$ cat config.mk
export PLATFORM = sky130hd
export DESIGN_NAME = hsf_div_cell
export DESIGN_NICKNAME = d
export VERILOG_FILES = /design/src/sv/hsf_pkg.sv /design/src/sv/hsf_div_cell.sv
export SDC_FILE = /design/constraint.sdc
export NUM_CORES = 1
export LEC_CHECK = 0
export ABC_AREA = 1
export BUFFER_PORTS_ARGS = -buffer_cell sky130_fd_sc_hd__buf_2
export CAP_MARGIN = 25
export CORE_AREA = 2 2 97 122
export CTS_CLUSTER_SIZE = 20
export DETAILED_ROUTE_END_ITERATION = 8
export DIE_AREA = 0 0 99 124
export PLACE_DENSITY = 0.75
export SLEW_MARGIN = 20
export SYNTH_ARGS = -nofsm -noshare
export SYNTH_HDL_FRONTEND = slang
export SYNTH_SLANG_ARGS = --single-unit
$ cat constraint.sdc
create_clock -name clk -period 1.36 [get_ports clk]
set_input_delay 0 -clock clk [delete_from_list [all_inputs] [get_ports clk]]
set_output_delay 0 -clock clk [all_outputs]
set_load 0.05 [all_outputs]
$ cat src/sv/hsf_pkg.sv
`default_nettype none
package hsf_pkg;

	// default coordinate format
	localparam int COORD_FRAC_BITS_DEF = 15;

	// internal working format
	localparam int WORK_FRAC = 24;
	localparam int MAG_W     = WORK_FRAC + 1;
	localparam int SQ_W      = 2 * MAG_W;
	localparam int RAD_W     = 58;
	localparam int ROOT_W    = RAD_W / 2;
	localparam int REM_W     = ROOT_W + 2;
	localparam int DEN_W     = ROOT_W + 1;
	localparam int Q_W       = 17;
	localparam int NUM_W     = DEN_W + Q_W;
	localparam int OUT_SHIFT = WORK_FRAC - 16;

	// dot shape codes
	localparam logic [1:0] SHAPE_ROUND   = 2'd0;
	localparam logic [1:0] SHAPE_ELLIPSE = 2'd1;
	localparam logic [1:0] SHAPE_SQUARE  = 2'd2;
	localparam logic [1:0] SHAPE_LINE    = 2'd3;

	// weights for squared distances, scaled by 100
	localparam logic [7:0] WEIGHT_UNIT    = 8'd100;
	localparam logic [7:0] WEIGHT_ELLIPSE = 8'd196;

	typedef struct packed {
		logic [RAD_W-1:0]  rad;
		logic [REM_W-1:0]  rem;
		logic [ROOT_W-1:0] root;
	} sqrt_lane_t;

	typedef struct packed {
		logic [DEN_W-1:0] rem;
		logic [DEN_W-1:0] den;
		logic [Q_W-1:0]   num;
		logic [Q_W-1:0]   quo;
	} div_lane_t;

endpackage
`default_nettype wire

$ cat src/sv/hsf_div_cell.sv
`default_nettype none
module hsf_div_cell
	import hsf_pkg::*;
(
	input  wire logic      clk,
	input  wire div_lane_t lane_in,
	output div_lane_t      lane_s1
);

	logic [DEN_W:0] cur;

	// shift in one dividend bit and try one quotient bit
	assign cur = {lane_in.rem, lane_in.num[Q_W-1]};

	always_ff @(posedge clk) begin
		lane_s1.den <= lane_in.den;
		lane_s1.num <= {lane_in.num[Q_W-2:0], 1'b0};
		if (cur >= {1'b0, lane_in.den}) begin
			lane_s1.rem <= DEN_W'(cur - {1'b0, lane_in.den});
			lane_s1.quo <= {lane_in.quo[Q_W-2:0], 1'b1};
		end else begin
			lane_s1.rem <= cur[DEN_W-1:0];
			lane_s1.quo <= {lane_in.quo[Q_W-2:0], 1'b0};
		end
	end

endmodule
`default_nettype wire

==> results of run 1 <==
[what timing repair did]
item | CTS | global route
cloned | 0 | 3
endpoints found under the setup margin | 3 | 31
hold buffers | 80 | 0
resized for setup | 2 | 95
setup buffers | 0 | 6
pin swaps | 1 | 33
hold endpoints to repair | 80 | 0
[routing by layer]
layer  global-route usage (%)  up-vias
met5                        0        -
met4                     9.50        0
met3                     5.16       45
met2                     58.5      237
met1                     28.0     2697
li1                         -     2930
[layout by cell type (no fill, tap or decap), drive strengths merged]
master       count
a31oi            1
and2             4
clkinvlp         2
xnor2            1
nand3           75
xor2            12
clkbuf          13
nand2          259
nor3             7
buf            303
clkinv           1
dfxtp           93
ha              30
a21boi           1
nand3b           5
o21bai           1
nand4            6
inv            150
dlygate4sd3     80
fa               1
nor2            42
a21oi           13
o21ai            2
conb             1
[cell usage after synthesis (all sizes together)]
master	n
a21boi	1
a21oi	13
a31oi	1
and2	4
buf	8
conb	1
dfxtp	93
fa	1
ha	30
inv	147
nand2	259
nand3	75
nand3b	5
nand4	6
nor2	42
nor3	7
o21ai	2
o21bai	1
xnor2	1
xor2	12
[worst min-delay path by stage]
stage / slack, ns / end / cells past startpoint / startpoint
2_1_floorplan: 0.03 / lane_s1[10] / 0 / lane_in[9]
3_3_place_gp: 0.10 / lane_s1[30] / 1 / lane_in[29]
3_5_place_dp: 0.10 / lane_s1[11] / 1 / lane_in[10]
4_1_cts: 0.001 / lane_s1[76] / 4 / lane_in[75]
5_1_grt: 0.005 / lane_s1[86] / 4 / lane_in[85]
6_report: -0.01 / lane_s1[86] / 4 / lane_in[85]
[worst max-delay path, stage by stage]
cell,delay [ns]
buf_8,0.08
inv_4,0.03
ha_4,0.31
nand2_4,0.08
nor2_4,0.12
inv_2,0.06
nor3_4,0.25
and2_4,0.20
nand2_4,0.05
nand3_4,0.16
buf_12,0.17
nand3_2,0.09
nand2_1,0.07
[kinds of logic (layout without fill, tap and decap cells)]
| kind of cell | after synthesis | count (layout) | synth area share [%] |
|---|---|---|---|
| adder cells (fa/ha/maj) | 31 | 31 | 8.26 |
| other | 1 | 1 | 0.0784 |
| buffers and inverters | 155 | 549 | 13.1 |
| XOR/XNOR | 13 | 13 | 2.38 |
| AND/OR/NAND/NOR | 398 | 398 | 35.0 |
| AO/OA/AOI/OAI | 18 | 18 | 2.33 |
| flip-flops | 93 | 93 | 38.9 |
[through the flow]
stage	total power, µW	util [%]	TNS [ns]	instances
after floorplan	5330	-	-0.531	709
after detailed placement	6450	66.1	-10.73	1133
after CTS	9080	76.1	0	1229
after global placement	6410	66.1	-10.91	1133
final	9430	80.1	-0.0121	1238
after global routing	9820	80.1	-1.35	1238
[cell type report]
type | count | area [µm²]
multi-input combinational | 461 | 3140
clock inverter | 6 | 55.1
clock buffer | 10 | 229
tap | 135 | 169
sequential | 93 | 1860
inverter | 147 | 577
timing repair buffer | 386 | 2800
fill | 743 | 2190
[where the power goes]
group | internal [µW] | switching [µW] | total (µW)
logic | 1450 | 2400 | 3860
clock network | 1280 | 1210 | 2490
registers | 3000 | 80.1 | 3080
==> flow_summary.json, run 1 <==
{
  "cts_buffers": 9,
  "power_density_nw_per_um2": 1070,
  "ys_ff_latch": 93,
  "dieWidth_um": 99,
  "synth.avg_cell_area_um2": 6.75,
  "reg.largest.list": "lane_s1 x93",
  "violations": "hold timing, setup timing",
  "wl_per_cell_um": 15.3,
  "worst_ep_required_time_ns": 1.67,
  "clock-sinks": 93,
  "finalSetupViolCount": 2,
  "grt_pass1_wl_mm": 27.1,
  "die_h_um": 124,
  "synthesis.area_um2": 4780,
  "hp-class": "in2reg",
  "top_layer": "met4",
  "startpoint": "lane_in[56]",
  "drc": 0,
  "place_hpwl_mm": 12.3,
  "drv_cap": 0,
  "status": "finished with violations",
  "antenna_left": 0,
  "fmax_ghz": 0.730,
  "ys_seq_area_share_pct": 38.9,
  "synth_top_area_cell": "dfxtp_1",
  "synthDistinctLibCells": 27,
  "peakVddDrop_mv": 0.591,
  "drt_iter0_drc": 274,
  "arrival_ns": 1.68,
  "finalCritPeriodShare_pct": 101,
  "core_um2": 11000,
  "criticalPathCategory": "in2reg",
  "n_antenna_cell": 0,
  "cts_buffer_depth": 2,
  "nNetsFinal": 1224,
  "antenna_found_initial": 0,
  "pre_cts_slack_ns": -0.381,
  "final-hold-violation-count": 1,
  "endpoint_kind": "register",
  "stdcell_area_um2": 8840,
  "die_area_um2": 12300,
  "drtPass1Iterations": 5,
  "slew_violations": 0,
  "rows": 43,
  "dr_wl_met2_mm": 10.4,
  "clockRootBuffer": "clkbuf_16",
  "grt_pass1_vias": 5804,
  "wl_met3_mm": 1.18,
  "power.leakage_uw": 0.00481,
  "synth_top_area_share_pct": 38.9,
  "start_kind": "input pin",
  "via_per_inst": 4.77,
  "gr-total-overflow": 0,
  "h-tree-depth": 3,
  "wl_met1_mm": 6.75,
  "io_pins": 189,
  "track_usage_pct": 28.4,
  "drive_gt1_share_pct": 43.2,
  "critPathMaxFanout": 7,
  "synth_nets": 835,
  "worst_slack_ns": -0.00944,
  "clkTransAtPathRegs_ns": 0.08,
  "grt_max_degree": 18,
  "routed_wl_mm": 18.9,
  "largest_register_ff_count": 93,
  "synth_warnings": 0,
  "fin_hold_ws_ns": -0.0135,
  "start_util_pct": 43.4,
  "placedInstanceArea_um2": 7290,
  "portBuffers": 186,
  "cts_tree": "yes",
  "crit_end": "lane_s1[78]",
  "largest_register": "lane_s1",
  "syn2layout_area_growth_pct": 84.7,
  "rsz0062_at_grt": "true",
  "synth_area_leaders": "dfxtp_1 39%, nand2_1 20%, inv_1 12%",
  "num_vias": 5909,
  "period_needed_ns": 1.37,
  "synthCells": 709,
  "gp_congestion": 0.961
}
No activity file was read; power rests on OpenSTA's default activity.
==> inputs of run 2 (changes only) <==
- PLACE_DENSITY: 0.75 -> not set
- PLACE_DENSITY_LB_ADDON: not set -> 0.2
==> flow_summary.json, run 2 (synthesis results as in run 1) <==
{
  "status": "finished with violations",
  "violations": "hold timing, setup timing",
  "final_cell_mix": "218 x nand2_1, 181 x buf_2, 118 x buf_4",
  "cts_tree": "yes",
  "crit_top_cell": "nand2_1",
  "comb_power_share_pct": 40.8,
  "routed_wl_mm": 18.3,
  "die_area_um2": 12300,
  "h-tree-depth": 3,
  "slew_violations": 0,
  "criticalPathCategory": "in2reg",
  "n_antenna_cell": 0,
  "start_util_pct": 43.4,
  "switching_share_pct": 38.8,
  "hp-class": "in2reg",
  "critPathMaxFanout": 8,
  "grt_pass1_vias": 5718,
  "drive_gt1_share_pct": 45.5,
  "peakVddDrop_mv": 0.635,
  "holdPathStages": 4,
  "gr-total-overflow": 0,
  "fin_hold_ws_ns": -0.00254,
  "grt_max_degree": 19,
  "cpPeakStageDelay_ns": 0.28,
  "rows": 43,
  "worst_ep_required_time_ns": 1.59,
  "met1_usage_pct": 27.8,
  "power.leakage_uw": 0.00485,
  "multi_input_area_um2": 3100,
  "total_power_uw": 9410,
  "num_vias": 5843,
  "portBuffers": 186,
  "drv_cap": 0,
  "start_kind": "input pin",
  "register_area_um2": 1860,
  "grt_util_met2_pct": 53.7,
  "largest_register": "lane_s1",
  "worstPathCellList": "buf_2, inv_1, ha_4, nand2_1, nor2_1, inv_2, buf_4, nor2_4, a31oi_4, buf_6, clkbuf_16, nand3_2, nand2_1",
  "worst_slack_ns": -0.0178,
  "layout_commonest_cell": "nand2_1",
  "p_sw_uw": 3640,
  "reg.largest.list": "lane_s1 x93",
  "fillers": 724,
  "fmax_ghz": 0.726,
  "via_per_inst": 4.67,
  "antenna_left": 0,
  "pwr-share-seq_pct": 32.7,
  "cts_buffers": 9,
  "power_density_nw_per_um2": 1060,
  "track_usage_pct": 27.2,
  "slowest_stage": "ha_4",
  "setup_tns_ns": -0.0196,
  "wl_per_cell_um": 14.7,
  "clkPwrFrac_pct": 26.5,
  "gp_congestion": 0.989,
  "syn2layout_area_growth_pct": 86.2,
  "drt_iter0_drc": 270,
  "clockRootBuffer": "clkbuf_16",
  "final_util_pct": 80.8,
  "finalSetupViolCount": 2,
  "drc": 0,
  "internal-power_uw": 5760,
  "place_hpwl_mm": 12.1,
  "final-hold-violation-count": 1,
  "grt_pass1_wl_mm": 26.4,
  "clock-sinks": 93,
  "period_needed_ns": 1.38,
  "top_usage_layer": "met2",
  "dieWidth_um": 99,
  "die_h_um": 124,
  "clkTransAtPathRegs_ns": 0.07,
  "core_um2": 11000,
  "grt_use_met3_pct": 4.77,
  "finalCritPeriodShare_pct": 101,
  "io_pins": 189,
  "cts_buffer_depth": 2,
  "largest_register_ff_count": 93,
  "endpoint_kind": "register",
  "arrival_ns": 1.61,
  "nNetsFinal": 1236,
  "drtPass1Iterations": 4,
  "antenna_found_initial": 0
}
[run 2: cell types whose count changed in the layout (fill, tap and decap cells not counted), moves of 5 or more]
cell,change
buf_4,+8
buf_6,+8
inv_2,+8
nand2_2,+8
inv_1,-6
nand2_4,-5
nand3_2,+5
[run 2: layout make-up]
class	count	area share (%)
clock inverter	7	0.759
sequential	93	20.9
inverter	147	6.42
clock buffer	9	2.53
multi-input combinational	461	34.9
tap	135	1.90
timing repair buffer	398	32.6
[run 2: metrics by stage]
step           hold slack (ns)  cells  setup WS, ns  cell area, µm²
5_1_grt                 0.0315   1250       -0.0954            8910
3_5_place_dp             0.104   1142        -0.376            7350
4_1_cts                 -0.195   1234       -0.0122            8410
2_1_floorplan           0.0277    709       -0.0519            5390
6_report              -0.00254   1250       -0.0178            8910
3_3_place_gp             0.102   1142        -0.343            7350
[run 2: worst paths after layout]
check             slack (ns)           to   startpoint
setup / recovery       -0.02  lane_s1[70]  lane_in[41]
hold / removal        -0.003  lane_s1[77]  lane_in[76]
[run 2: per-layer routing]
| metal | vias up | wire [µm] |
|---|---|---|
| li1 | 2943 | - |
| met3 | 57 | 1050 |
| met1 | 2638 | 6630 |
| met4 | 0 | 762 |
| met5 | - | 0 |
| met2 | 205 | 9890 |
[run 2: power by group through the flow]
| stage | logic, µW | clock network, µW | registers [µW] |
|---|---|---|---|
| after floorplan | 1210 | 0 | 4120 |
| after global placement | 3290 | 0 | 3120 |
| after detailed placement | 3330 | 0 | 3130 |
| after CTS | 3510 | 2530 | 3070 |
| after global routing | 4100 | 2630 | 3100 |
| final | 3830 | 2490 | 3080 |
[run 2: timing repair]
item / CTS / global route
pin swaps: 0 / 27
buffers inserted: 0 / 11
setup endpoints to repair: 13 / 31
hold buffers: 76 / 1
resized for setup: 3 / 103
cloned: 0 / 4
hold endpoints to repair: 77 / 1
[run 2: critical path: cells and delay by family]
kind	cells	cell delay, ns
AND/OR/NAND/NOR	5	0.52
buffers and inverters	6	0.71
AO/OA/AOI/OAI	1	0.11
adder cells (fa/ha/maj)	1	0.28
