<file path="src/sv/hsf_pkg.sv">
`default_nettype none
package hsf_pkg;

	// default coordinate format
	localparam int COORD_FRAC_BITS_DEF = 15;

	// internal working format
	localparam int WORK_FRAC = 24;
	localparam int MAG_W     = WORK_FRAC + 1;
	localparam int SQ_W      = 2 * MAG_W;
	localparam int RAD_W     = 58;
	localparam int ROOT_W    = RAD_W / 2;
	localparam int REM_W     = ROOT_W + 2;
	localparam int DEN_W     = ROOT_W + 1;
	localparam int Q_W       = 17;
	localparam int NUM_W     = DEN_W + Q_W;
	localparam int OUT_SHIFT = WORK_FRAC - 16;

	// dot shape codes
	localparam logic [1:0] SHAPE_ROUND   = 2'd0;
	localparam logic [1:0] SHAPE_ELLIPSE = 2'd1;
	localparam logic [1:0] SHAPE_SQUARE  = 2'd2;
	localparam logic [1:0] SHAPE_LINE    = 2'd3;

	// weights for squared distances, scaled by 100
	localparam logic [7:0] WEIGHT_UNIT    = 8'd100;
	localparam logic [7:0] WEIGHT_ELLIPSE = 8'd196;

	typedef struct packed {
		logic [RAD_W-1:0]  rad;
		logic [REM_W-1:0]  rem;
		logic [ROOT_W-1:0] root;
	} sqrt_lane_t;

	typedef struct packed {
		logic [DEN_W-1:0] rem;
		logic [DEN_W-1:0] den;
		logic [Q_W-1:0]   num;
		logic [Q_W-1:0]   quo;
	} div_lane_t;

endpackage
`default_nettype wire

</file>
<file path="src/sv/hsf_sqrt_cell.sv">
`default_nettype none
module hsf_sqrt_cell
	import hsf_pkg::*;
(
	input  wire logic       clk,
	input  wire sqrt_lane_t lane_in,
	output sqrt_lane_t      lane_s1
);

	logic [REM_W-1:0] cur;
	logic [REM_W-1:0] trial;

	// bring in two radicand bits and try the next root bit
	always_comb begin
		cur   = {lane_in.rem[REM_W-3:0], lane_in.rad[RAD_W-1 -: 2]};
		trial = {lane_in.root, 2'b01};
	end

	always_ff @(posedge clk) begin
		lane_s1.rad <= {lane_in.rad[RAD_W-3:0], 2'b00};
		if (cur >= trial) begin
			lane_s1.rem  <= cur - trial;
			lane_s1.root <= {lane_in.root[ROOT_W-2:0], 1'b1};
		end else begin
			lane_s1.rem  <= cur;
			lane_s1.root <= {lane_in.root[ROOT_W-2:0], 1'b0};
		end
	end

endmodule
`default_nettype wire

</file>
<file path="config.mk">
export PLATFORM = sky130hd
export DESIGN_NAME = hsf_sqrt_cell
export DESIGN_NICKNAME = d
export VERILOG_FILES = /design/src/sv/hsf_pkg.sv /design/src/sv/hsf_sqrt_cell.sv
export SDC_FILE = /design/constraint.sdc
export NUM_CORES = 1
export LEC_CHECK = 0
export BUFFER_PORTS_ARGS = -buffer_cell sky130_fd_sc_hd__buf_2
export CAP_MARGIN = 20
export CORE_MARGIN = 1
export CORE_UTILIZATION = 35
export DETAILED_ROUTE_END_ITERATION = 7
export SYNTH_ARGS = -nofsm -noshare
export SYNTH_HDL_FRONTEND = slang
export SYNTH_SLANG_ARGS = --single-unit
</file>
<file path="constraint.sdc">
create_clock -name clk -period 2.9 [get_ports clk]
set_clock_uncertainty 0.15 [all_clocks]
set_input_delay 0.145 -clock clk [delete_from_list [all_inputs] [get_ports clk]]
set_output_delay 0.145 -clock clk [all_outputs]
set_load 0.01 [all_outputs]
</file>
==> results of run 1 <==
## synth_stat cells (all sizes together), types with 2 or more instances
cell type and number:
dfxtp 116, nor2 19, and3 4, nor3 4, mux2 23, a211oi 4
xor2 5, nand3 8, inv 44, or2 2, o21ai 19, and2 5
buf 6, o31a 3, xnor2 15, a31o 2, a311oi 2, a21oi 31
nand2 12, o31ai 5, nor3b 2, a21o 10, o2111a 2, o32ai 2
clkbuf 2, nand3b 3, a31oi 4, nor2b 2, a211o 2, o21bai 3
nor4 2, o21a 5, nand4 3, ha 31, nand2b 3, o211ai 4
## routing by layer
metal,wire length (um),track usage
met5,0,0
met3,1190,0.0811
met2,7560,0.389
met4,216,0.0744
met1,6130,0.222
## worst min-delay path: cells and delay by family
family / cells / cell delay [ns]
buffers and inverters: 1 / 0.09
muxes: 1 / 0.13
xor gates and xnor gates: 1 / 0.13
adders and majority gates: 1 / 0.19
## cell families (layout without fill, tap and decap cells)
| family | count (synthesis) | count (layout) | share of synthesized area |
|---|---|---|---|
| AOI/OAI and AO/OA | 106 | 106 | 0.160 |
| xor gates and xnor gates | 20 | 20 | 0.0385 |
| adders and majority gates | 31 | 31 | 0.0853 |
| buffers and inverters | 52 | 443 | 0.0528 |
| DFF | 116 | 116 | 0.510 |
| muxes | 23 | 23 | 0.0693 |
| other | 1 | 2 | 0.000824 |
| and+or+nand+nor | 72 | 72 | 0.0833 |
## cell type report
cell class                 count  area [um2]  share of cell area
timing repair buffer         365        2450               0.307
tap                          172         215              0.0270
sequential                   116        2320               0.291
clock inverter                15         218              0.0273
timing repair inverter         2        25.0             0.00314
inverter                      44         178              0.0223
multi-input combinational    254        2140               0.268
clock buffer                  17         425              0.0534
## worst min path at each step
stage,end,slack [ns]
6_report,lane_s1[32]$_DFF_P_,0.15
5_1_grt,lane_s1[32]$_DFF_P_,0.16
3_5_place_dp,lane_s1[109]$_DFF_P_,0.1
3_3_place_gp,lane_s1[70]$_DFF_P_,0.1
4_1_cts,lane_s1[32]$_DFF_P_,0.11
2_1_floorplan,lane_s1[100]$_DFF_P_,0.02
## power by group through the flow
stage / logic [mW] / clock network (mW) / registers, mW
floorplan: 0.450 / 0 / 1.88
global placement: 0.849 / 0 / 1.80
detailed placement: 0.859 / 0 / 1.81
CTS: 0.986 / 2.30 / 1.77
global route: 1.16 / 2.39 / 1.79
finish: 1.06 / 2.28 / 1.78
## what timing repair did
action                                  CTS  global route
hold buffers                            115             0
buffers inserted                          0             7
gates resized for setup                   0            38
endpoints found under the hold margin   115             0
endpoints found under the setup margin    0            26
==> results by group, run 1 <==
Pwr
  • Int Power: 3.76 mW
  • NetSw: 1.36 mW
  • Sequential share of power: 0.347
  • Power per cell area: 642 nW/um2
  • Peak VDD IR: 0.319 mV
  • Sw frac: 0.266
  • P_leak: 3.86 nW
  • PnR Total Power: 5.12 mW
  • Power share of the clock group: 0.446
  • Logic pwr share: 0.207

Layout
  • Commonest non-fill, non-tap cell in the layout: buf_2
  • Largest regs: lane_s1 (116)
  • Area Growth Syn to Fin: 75.3%
  • Largest register FFs: 116
  • Largest reg by FF count: lane_s1
  • Final #Nets: 950
  • Share of cells above drive strength 1: 0.421
  • Fillers: 1,010
  • Util after Layout: 0.629
  • Most frequent cells in the layout: buf_2, dfxtp_1, dlygate4sd3_1, inv_1, a21oi_1
  • Non-Filler Instances: 985
  • Fin area: 7970 um2
  • Diode count: 0

Worst setup path
  • Crit path required time: 3.06 ns
  • Cell Chain, Critical Path: dlygate4sd3_1 -> buf_2 -> inv_1 -> ha_1 -> inv_1 -> nor2_2 -> a211oi_2 -> o21ba_2 -> a211o_2 -> a21oi_4 -> nor2_4 -> clkinv_4 -> buf_4 -> mux2_2
  • CP delay by family, top: buffers and inverters
  • Largest fanout on the critical path: 7
  • Critical Path Start Type: input port
  • Crit. End Element: register
  • Worst setup path class: in2reg
  • Max incr delay on CP: 0.53 ns
  • Crit-path slowest cell: dlygate4sd3_1
  • Worst path buffer plus inverter count: 6
  • Worst setup path endpoint: lane_s1[31]$_DFF_P_
  • Critical Path Stages: 14
  • Critical Path AT: 2.97 ns
  • Critical Path Source: lane_in[18]
  • Most common cell on crit path: inv_1

Floorplan
  • Die width: 116 um
  • Initial core utilization: 0.359
  • Total I/O pin count: 237
  • Area of the die: 13,500 um2
  • Core box area: 12,700 um2
  • Site row count: 41
  • Die Ht: 116 um

Synth
  • Largest area contributor in the netlist: dfxtp_1
  • Synth Register Bits: 116
  • Mapped Area: 4550 um2
  • Post-synth EDFFs: 0
  • Sequential fraction of the synthesis area: 0.510
  • Fraction of registers with async set/reset: 0
  • Synth Instances: 421
  • Synth unique cells: 59
  • Most used DFF post-synth: dfxtp_1
  • Yosys top cell area share: 0.510
  • Synth area leaders: dfxtp_1, ha_1, mux2_4, inv_1, a21oi_1
  • YS warnings: 0
  • Average cell area after synthesis: 10.8 um2

Route
  • Remaining antenna violation count: 0
  • Initial DRC count: 237
  • Vias per Instance: 4.60
  • DRC: 0
  • DR vias: 4,527
  • WL/cell: 15.3 um
  • Post-Route WL: 15.1 mm
  • Initial DRT Pass Iterations: 4

Min path
  • Hold path cells: 4
  • HP Class: in2reg
  • Worst Hold Launch: lane_in[30]

Global routing
  • Largest net degree at the start of global routing: 29
  • Initial antenna violation count: 0
  • First-pass GRT wire length: 21.6 mm
  • GRT Total Usage: 0.213
  • GR Overflow Total: 0
  • Vias in the first global route: 4,570

Placement
  • PortBufs: 232
  • DP Wirelength: 9.95 mm
  • Placed Cells incl. Taps: 829
  • Pre-CTS setup slack: -0.00727 ns
  • GPL Wtd Cong: 0.807
  • Area after DPL: 5940 um2

Clock tree
  • CTS tree: yes
  • Clock root cell: clkbuf_16
  • TritonCTS Buffers: 17
  • Clk pin slew, worst setup/hold paths: 0.06 ns
  • Number of clock sinks: 116
  • CTS H-tree lvls: 4
  • Max clock buf depth: 2

Timing
  • WHS: 0.145 ns
  • Slew Limit Fails: 0
  • Final hold vios: 0
  • Worst setup margin: 0.0944 ns
  • Setup_tns: 0 ns
  • Fin crit share: 0.967
  • Max Clock Freq: 0.356 GHz
  • Min cycle time layout: 2.81 ns
  • Final setup fails: 0

Flow run
  • Maxcap violations: 0

Run status
  • Status: finished, final reports clean
Note: power is estimated with default switching activity, not from simulation.
==> run 2, diff against run 1 <==
Settings changed: CORE_MARGIN 1 to 2, PLACE_DENSITY set to 0.67.
==> results by group, run 2 (same netlist as run 1, synthesis figures left out) <==
Layout
  • Total area of sequential cells: 2320 um2
  • Area occupied by multi-input gates: 2080 um2
  • Fillers: 988
  • Final #Nets: 951
  • Most frequent cells in the layout: buf_2, dfxtp_1, dlygate4sd3_1, inv_1
  • Largest regs: lane_s1 (116)
  • Util after Layout: 0.624
  • Non-Filler Instances: 987
  • Share of cells above drive strength 1: 0.412
  • Largest reg by FF count: lane_s1
  • Area Growth Syn to Fin: 73.9%
  • Largest register FFs: 116
  • Commonest non-fill, non-tap cell in the layout: buf_2

Route
  • DRC: 0
  • Vias per Instance: 4.69
  • DR vias: 4,628
  • Initial DRC count: 257
  • Initial DRT Pass Iterations: 5
  • WL/cell: 16.2 um
  • Remaining antenna violation count: 0
  • Post-Route WL: 16.0 mm

Worst setup path
  • Most common cell on crit path: o21ai_1
  • Crit path required time: 3.05 ns
  • Crit-path slowest cell: dlygate4sd3_1
  • Critical Path Start Type: input port
  • Worst path buffer plus inverter count: 5
  • Crit. End Element: register
  • Largest fanout on the critical path: 7
  • CP delay by family, top: compound AO/OA/AOI/OAI gates
  • Critical Path AT: 3.07 ns
  • Worst setup path class: in2reg
  • Cell Chain, Critical Path: dlygate4sd3_1 -> buf_2 -> inv_1 -> ha_4 -> o21ai_1 -> o21ai_1 -> a211oi_2 -> o21ba_2 -> a211o_2 -> a21oi_4 -> nor2_4 -> buf_6 -> inv_8 -> mux2_2
  • Max incr delay on CP: 0.54 ns

Timing
  • Min cycle time layout: 2.92 ns
  • Final hold vios: 0
  • RSZ-0062 raised after global routing: yes
  • WHS: 0.0228 ns
  • Max Clock Freq: 0.343 GHz
  • Worst setup margin: -0.0183 ns
  • Slew Limit Fails: 0
  • Setup_tns: -0.0183 ns
  • Final setup fails: 1
  • Fin crit share: 1.01

Floorplan
  • Total I/O pin count: 237
  • Site row count: 41
  • Die width: 118 um
  • Core box area: 12,700 um2
  • Initial core utilization: 0.359
  • Die Ht: 118 um
  • Area of the die: 13,900 um2

Placement
  • GPL Wtd Cong: 0.843
  • PortBufs: 232
  • Placed Cells incl. Taps: 831
  • DP Wirelength: 10.3 mm

Pwr
  • Sequential share of power: 0.352
  • Int Power: 3.70 mW
  • Peak VDD IR: 0.351 mV
  • Power per cell area: 638 nW/um2
  • PnR Total Power: 5.04 mW
  • Logic pwr share: 0.211
  • Power share of the clock group: 0.437
  • NetSw: 1.35 mW
  • Sw frac: 0.267
  • P_leak: 3.86 nW

Run status
  • Status: finished with violations
  • Failing checks: setup timing

Clock tree
  • TritonCTS Buffers: 17
  • Clock root cell: clkbuf_16
  • CTS tree: yes
  • CTS H-tree lvls: 4
  • Clk pin slew, worst setup/hold paths: 0.06 ns
  • Max clock buf depth: 2
  • Number of clock sinks: 116

Global routing
  • GR Overflow Total: 0
  • Vias in the first global route: 4,786
  • First-pass GRT wire length: 24.6 mm
  • GRT Total Usage: 0.224
  • Initial antenna violation count: 1
  • Largest net degree at the start of global routing: 29

Min path
  • HP Class: in2reg

Flow run
  • Maxcap violations: 0
==> run 2: per-stage QoR <==
step | worst slack (ns) | area, um2
CTS | 0.000815 | 7720
global route | -0.0526 | 7910
global placement | 0.0608 | 5960
floorplan | 0.340 | 4550
finish | -0.0183 | 7910
detailed placement | 0.00868 | 5960
==> run 2: power by group through the flow <==
stage | combinational, mW | sequential [mW] | clock [mW]
after floorplan | 0.450 | 1.88 | 0
after global placement | 0.853 | 1.81 | 0
after detailed placement | 0.868 | 1.81 | 0
after CTS | 0.997 | 1.78 | 2.23
after global routing | 1.15 | 1.79 | 2.31
final | 1.06 | 1.78 | 2.20
==> run 2: metal layers <==
metal  up-vias  share of wire  GRT usage  wire length [um]
li1       2242              -          -                 -
met4         0          0.034      0.103               539
met2       196           0.50      0.388              7960
met3        33          0.070     0.0770              1120
met5         -              0          0                 0
met1      2157           0.40      0.245              6350
==> run 2: repair_timing <==
item	CTS	global route
endpoints found under the hold margin	114	0
buffers inserted	0	7
hold buffers	114	0
gates resized for setup	0	26
setup endpoints to repair	0	28
==> run 2: final cells by class <==
cell class                      instances  share of cell area
Clock inverter                         13              0.0215
Sequential cell                       116               0.294
Multi-Input combinational cell        254               0.263
Tap cell                              172              0.0272
Clock buffer                           19              0.0573
Antenna cell                            1            0.000316
Timing Repair Buffer                  366               0.313
Inverter                               44              0.0225
Timing Repair inverter                  2             0.00253
==> run 2: final timing paths <==
kind	startpoint	end	slack [ns]	depth (start not counted)
max	lane_in[16]	lane_s1[37]$_DFF_P_	-0.02	14
min	lane_in[52]	lane_s1[54]$_DFF_P_	0.02	3
==> run 3, diff against run 2 <==
Settings changed: PLACE_DENSITY 0.67 to 0.69.
Clock period 2.9 ns to 2.6 ns, I/O delays scaled along.
==> results by group, run 3 (same netlist as run 1, synthesis figures left out) <==
Global routing
  • First-pass GRT wire length: 24.6 mm
  • M2 GR Usage: 0.416
  • Vias in the first global route: 5,018
  • Initial antenna violation count: 0
  • Global routing's busiest layer: met2
  • GRT Total Usage: 0.223
  • GR Util met1: 0.231
  • GR Overflow Total: 0
  • M3 GR Usage: 0.0683
  • Largest net degree at the start of global routing: 29

Timing
  • Fin crit share: 0.961
  • Max Clock Freq: 0.400 GHz
  • Slew Limit Fails: 0
  • Final hold vios: 0
  • Min cycle time layout: 2.50 ns
  • Final setup fails: 0

Placement
  • PortBufs: 232
  • DP Wirelength: 10.5 mm
  • Area after DPL: 6190 um2
  • GPL Wtd Cong: 0.886

Route
  • WL/cell: 15.9 um
  • Initial DRC count: 230
  • DR vias: 4,732
  • Remaining antenna violation count: 0
  • DRC: 0
  • Post-Route WL: 16.0 mm
  • Initial DRT Pass Iterations: 6
  • Vias per Instance: 4.68

Floorplan
  • Area of the die: 13,900 um2
  • Core box area: 12,700 um2
  • Total I/O pin count: 237
  • Initial core utilization: 0.359
  • Die width: 118 um
  • Die Ht: 118 um
  • Site row count: 41

Layout
  • Commonest non-fill, non-tap cell in the layout: buf_2
  • Largest register FFs: 116
  • Share of cells above drive strength 1: 0.423
  • Most frequent cells in the layout: buf_2, dfxtp_1, dlygate4sd3_1, buf_4, inv_1
  • Diode count: 0
  • Fin area: 8020 um2
  • Fillers: 1,027
  • Util after Layout: 0.633
  • Largest regs: lane_s1 (116)
  • Final #Nets: 976
  • Largest reg by FF count: lane_s1
  • Area Growth Syn to Fin: 76.2%

Clock tree
  • Number of clock sinks: 116
  • Clk pin slew, worst setup/hold paths: 0.05 ns
  • CTS H-tree lvls: 4
  • CTS tree: yes
  • Max clock buf depth: 2
  • TritonCTS Buffers: 17
  • Clock root cell: clkbuf_16

Worst setup path
  • Critical Path AT: 2.65 ns
  • Crit. End Element: register
  • Largest fanout on the critical path: 7
  • Crit-path slowest cell: dlygate4sd3_1
  • Cell Chain, Critical Path: dlygate4sd3_1 -> buf_2 -> inv_1 -> ha_4 -> buf_6 -> a21oi_4 -> o21ai_1 -> a21o_1 -> a21o_1 -> nor2_4 -> clkinv_8 -> mux2_4
  • Critical Path Start Type: input port
  • Max incr delay on CP: 0.52 ns
  • Most common cell on crit path: a21o_1
  • Worst setup path class: in2reg
  • Crit path required time: 2.75 ns

Min path
  • HP Class: in2reg

Run status
  • Status: finished, final reports clean

Flow run
  • Maxcap violations: 0

Pwr
  • Power per cell area: 673 nW/um2
  • Peak VDD IR: 0.318 mV
  • P_leak: 3.94 nW
[run 3: cell count changes in the layout (fill, tap and decap cells not counted), sizes merged]
cell      delta
clkbuf       -1
clkinv       +4
inv          -2
buf         +25
bufinv       -2
diode        -1
clkinvlp     +1
[run 3: area by class of cell]
cell class	count	area, um2	share of cell area
repair inverters	2	17.5	0.00219
clock inverters	14	131	0.0164
well taps	172	215	0.0268
inverters	44	178	0.0222
clock buffers	18	429	0.0535
repair buffers	391	2640	0.330
multi-input cells	254	2080	0.259
flip-flops and latches	116	2320	0.290
[run 3: where the power goes]
group / switching, mW / internal (mW)
logic: 0.576 / 0.642
clock network: 0.878 / 1.32
registers: 0.0434 / 1.94
[run 3: per-stage QoR]
step | hold WS, ns | total power, mW | worst slack (ns) | TNS [ns] | instances
floorplan | 0.00772 | 2.60 | 0.0553 | 0 | 422
global placement | 0.0822 | 3.02 | -0.112 | -2.07 | 862
CTS | 0.0295 | 5.37 | 0.0120 | 0 | 1008
detailed placement | 0.0836 | 3.04 | -0.219 | -4.58 | 862
finish | 0.0635 | 5.40 | 0.101 | 0 | 1011
global route | 0.0727 | 5.62 | -0.00389 | -0.00389 | 1011
[run 3: worst paths after layout]
kind	depth (start not counted)	endpoint	slack (ns)	startpoint
min	3	lane_s1[54]$_DFF_P_	0.06	lane_in[52]
max	12	lane_s1[42]$_DFF_P_	0.10	lane_in[26]
[run 3: timing repair]
action,in CTS,in global routing
gates resized for setup,0,16
buffers inserted,0,1
endpoints found under the setup margin,0,27
hold buffers,114,0
hold endpoints to repair,113,0
[run 3: per-layer routing]
| layer | part of all wire | up-vias |
|---|---|---|
| met1 | 0.38 | 2200 |
| met2 | 0.52 | 210 |
| met4 | 0.026 | 0 |
| met5 | 0 | - |
| li1 | - | 2289 |
| met3 | 0.075 | 33 |
[run 3: critical path: cells and delay by family]
family	cells	cell delay (ns)
multiplexers	1	0.32
buffers and inverters	5	1.03
adder cells (fa/ha/maj)	1	0.22
AND/OR/NAND/NOR	1	0.33
AO/OA/AOI/OAI	4	0.61
